File: config.mk
export PLATFORM = sky130hd
export DESIGN_NAME = pit_wmul
export DESIGN_NICKNAME = d
export VERILOG_FILES = /design/src/rtl/pit_pkg.sv /design/src/rtl/pit_wmul.sv
export SDC_FILE = /design/constraint.sdc
export NUM_CORES = 2
export LEC_CHECK = 0
export ABC_AREA = 0
export BUFFER_PORTS_ARGS = -buffer_cell sky130_fd_sc_hd__buf_2
export CORE_ASPECT_RATIO = 0.7
export CORE_MARGIN = 2
export CORE_UTILIZATION = 65
export CTS_CLUSTER_SIZE = 10
export DETAILED_ROUTE_END_ITERATION = 7
export HOLD_SLACK_MARGIN = 0.02
export PLACE_DENSITY = 0.83
export SYNTH_ARGS = -nofsm -noshare
export SYNTH_HDL_FRONTEND = slang
export SYNTH_SLANG_ARGS = --single-unit
File: constraint.sdc
create_clock -name clk -period 24.5 [get_ports clk]
set_clock_uncertainty 0.1 [all_clocks]
set_input_delay 4.9 -clock clk [delete_from_list [all_inputs] [get_ports clk]]
set_output_delay 4.9 -clock clk [all_outputs]
set_load 0.05 [all_outputs]
File: src/rtl/pit_pkg.sv
// ----------------------------------------------------------------------------
// pit_pkg: shared types and constants of the point-in-triangle test
// Dot product and wide product slot names, stage load enables, pipe depth.
// ----------------------------------------------------------------------------
package pit_pkg;

    // slots of the five dot products
    localparam int DOT_00 = 0;
    localparam int DOT_01 = 1;
    localparam int DOT_02 = 2;
    localparam int DOT_11 = 3;
    localparam int DOT_12 = 4;
    localparam int DOT_N  = 5;

    // slots of the six wide products (p minus q forms det, nu and nv)
    localparam int PROD_DET_P = 0;
    localparam int PROD_DET_Q = 1;
    localparam int PROD_NU_P  = 2;
    localparam int PROD_NU_Q  = 3;
    localparam int PROD_NV_P  = 4;
    localparam int PROD_NV_Q  = 5;
    localparam int PROD_N     = 6;

    // register stages from input word to result word
    localparam int PIPE_DEPTH = 8;

    // load enables of the two stages of a split multiplier
    typedef struct packed {
        logic load_part;
        logic load_prod;
    } stage_en_t;

endpackage

File: src/rtl/pit_wmul.sv
// ----------------------------------------------------------------------------
// pit_wmul: two-stage split signed multiplier
// Operands are cut in halves; four partial products, then one combining add.
// ----------------------------------------------------------------------------
module pit_wmul #(
    parameter int OPW = 36
) (
    input  logic                    clk,
    input  pit_pkg::stage_en_t      en,
    input  logic signed [OPW-1:0]   x,
    input  logic signed [OPW-1:0]   y,
    output logic [2*OPW-1:0]        p
);
    localparam int LW = OPW / 2;
    localparam int HW = OPW - LW;
    localparam int MW = 2 * OPW;

    logic signed [HW-1:0]    x_hi, y_hi;
    logic [LW-1:0]           x_lo, y_lo;

    logic signed [2*HW-1:0]  hh_next, hh_reg;
    logic signed [HW+LW:0]   hl_next, hl_reg;
    logic signed [HW+LW:0]   lh_next, lh_reg;
    logic [2*LW-1:0]         ll_next, ll_reg;

    logic signed [HW+LW+1:0] mid;
    logic [MW-1:0]           p_next, p_reg;

    // split: signed upper half, unsigned lower half
    assign x_hi = x[OPW-1:LW];
    assign y_hi = y[OPW-1:LW];
    assign x_lo = x[LW-1:0];
    assign y_lo = y[LW-1:0];

    // partial products
    always_comb
    begin
        hh_next = x_hi * y_hi;
        hl_next = x_hi * $signed({1'b0, y_lo});
        lh_next = y_hi * $signed({1'b0, x_lo});
        ll_next = x_lo * y_lo;
    end

    // weighted sum of partials, modulo 2^MW
    always_comb
    begin
        mid    = hl_reg + lh_reg;
        p_next = {hh_reg, {(2*LW){1'b0}}}
               + {{(HW-2){mid[HW+LW+1]}}, mid, {LW{1'b0}}}
               + {{(2*HW){1'b0}}, ll_reg};
    end

    always_ff @(posedge clk)
    begin
        if (en.load_part)
        begin
            hh_reg <= hh_next;
            hl_reg <= hl_next;
            lh_reg <= lh_next;
            ll_reg <= ll_next;
        end
        if (en.load_prod)
        begin
            p_reg <= p_next;
        end
    end

    assign p = p_reg;

endmodule

==> results.md <==
- Outcome: completed
- Register area share after synthesis: roughly an eighth
- Max Slew Vio Count: 0
- Synth Warn #: 0
- Critical path launch point type: input pin
- Initial antenna violation count: 5
- Vias per cell: slightly below 6
- Core footprint: 85,800 sq um
- Synthesized flop and latch total: 218
- Clk_lat worst skew: roughly 0.62 ns
- Share of the synthesized area in the top cell type: 39.2%
- Fin crit period: 11.54 ns
- Top cells by count, synth: 1,353 x inv_1, 1,099 x fa_1, 713 x nand2_1
- Maximum clock rate: 0.0866 GHz
- H-tree levels: 1
- Total GRT Usage: between 30% and 40%
- Die Ht: 250 um
- CTS Root Cell: clkbuf_16
- Top-count cell post-synth: inv_1
- RSZ-0062 raised after global routing: no
- Final HPWL DP: 112,000 um
- IO Pins: 147
- CP Class: input pin to flip-flop
- Reg-to-reg endpoint: p[64]
- Routed wire length: 146,000 um
- Vias: between 40,000 and 50,000
- Area of the mapped netlist: roughly 56,000 sq um
- CTS tree: built
- Reg-to-Reg Start: hl_reg[1]
- Fillcell total: 6,576
- Gr ovfl total: 0
- CTS sink cnt: 218
- Final setup viols: 0
- DRT Pass-1 Iters: 7
- Worst Path Required: roughly 25 ns
- Clock slew at the register clock pins of the worst setup and hold paths: 0.06 ns
- Slew margin rel.: 24.9%
- CTS hold repair buffers: 0
- Starting Density: 65.4%
- Port Buffer Count: roughly 150
- WP data arrival: 11.81 ns
- DRC Markers: 0
- Fraction of layout cells with a size suffix above 1: 4.10%
- Max FFs per register: 72
- Die footprint: 88,700 sq um
- Nets@finish: 7,695
- Largest net degree at the start of global routing: 75
- Min-delay src: ll_reg[8]
- Worst-margin pin slew: ~1.1 ns
- Final Hold Violating Endpoints: 0
- Hold depth: 0
- Hold WS: approximately 0.32 ns
- Post-CTS Resized: 0
- EDFF count, synth: 218
- Worst hold endpoint: p[8]
- Row cnt: 90
- Period utilization: 47.1%
- Setup_tns: 0 ns
- Ys async rst share: 0%
- Post-CTS Setup Bufs: 0
- Main area contributors after synthesis: fa_1 39%, ha_1 12%, edfxtp_1 12%, inv_1 9.1%, and2_1 7.2%
- Gate Count Post-Synth: 6,034
- Layout area overhead: 3.84%
- Cts bufs inserted: 28
- GP Congestion: 0.966
- Worst hold-check path type: flip-flop to flip-flop
- R2R depth: 20
- CP Max Fanout: 36
- Die W: 355 um
- R2r setup slk: 18.08 ns
- CTS Buffer Depth: 3
- First-pass GRT wire length: 237,000 um
- CP Capture Type: flip-flop
- Synth cell types: 86
- Remaining antenna violation count: 0
- Wire length per cell: just over 20 um
- Syn Nets: 7,767
- Max_cap viols: 0
- Post-synth top area cell: fa_1
- Vias in the first global route: 43,958
- Most used DFF post-synth: edfxtp_1
- Syn_area_per_cell: 9.29 sq um
- 1st-iter DRT viols: approximately 4,200
placed cells by master, fill, tap and decap left out, types with 45 or more instances in the layout:
cell,Yosys,final
nand2_1,713,713
o21ai_0,98,98
buf_2,2,144
edfxtp_1,218,218
xor2_1,52,52
a21oi_1,163,163
a21o_1,99,99
nor2_1,147,147
xnor2_1,135,135
and2_1,645,645
inv_1,1353,1353
nor3_1,45,45
fa_1,1099,1099
ha_1,559,559
layer usage:
metal,vias to the layer above,wire length (um),GRT usage [%]
met5,-,0,0
met4,0,4030,7.89
met3,304,22000,11.8
met2,2500,61800,50.8
met1,20665,58700,48.5
li1,18218,-,-
worst max-delay path: stages:
cell	delay, ns
buf_2	0.78
nand2_1	0.18
fa_1	0.58
inv_1	0.06
fa_1	0.50
inv_1	0.06
fa_1	0.52
inv_1	0.05
fa_1	0.45
fa_1	0.50
inv_1	0.05
fa_1	0.47
inv_1	0.04
ha_1	0.35
and4_1	0.25
nand3_1	0.16
a21oi_1	0.06
o21ai_1	0.27
a31oi_1	0.34
a2111oi_2	0.46
o21ai_0	0.20
a2111o_1	0.44
o211a_1	0.13
worst max-delay path by stage:
stage,slack [ns],endpoint,startpoint,depth (start not counted)
4_1_cts,13.15,ll_reg[33],x[9],21
2_1_floorplan,13.45,ll_reg[33],y[3],22
3_5_place_dp,12.52,ll_reg[33],x[9],21
5_1_grt,12.67,hh_reg[34],x[25],22
3_3_place_gp,12.68,hh_reg[34],y[27],23
6_report,12.96,hh_reg[34],y[27],23
through the flow:
step	area (sq um)	setup slack [ns]	instances	util [%]
6_report	58200	12.96	7128	67.9
2_1_floorplan	56100	13.45	6034	-
5_1_grt	58200	12.67	7126	67.9
4_1_cts	58200	13.15	7126	67.9
3_3_place_gp	57400	12.68	7082	66.9
3_5_place_dp	57400	12.52	7082	66.9
logic make-up after synthesis:
kind of cell | after synthesis | synth area share [%]
AO/OA/AOI/OAI | 595 | 7.19
XOR/XNOR | 188 | 2.96
adder cells (fa/ha/maj) | 1658 | 51.7
buffers and inverters | 1631 | 10.9
flip-flops | 218 | 11.7
multiplexers | 2 | 0.0379
AND/OR/NAND/NOR | 1742 | 15.5
area by class of cell:
| class | instances | area, sq um | area share [%] |
|---|---|---|---|
| multi-input cells | 4185 | 43400 | 74.5 |
| flip-flops and latches | 218 | 6550 | 11.2 |
| inverters | 1354 | 5080 | 8.73 |
| well taps | 1150 | 1440 | 2.47 |
| repair buffers | 175 | 957 | 1.64 |
| clock buffers | 33 | 719 | 1.24 |
| clock inverters | 11 | 76.3 | 0.131 |
| diodes | 2 | 5.00 | 0.00859 |
Power is not shown: default switching activity piles up to over one toggle a cycle in this logic, so the estimate is an artifact.
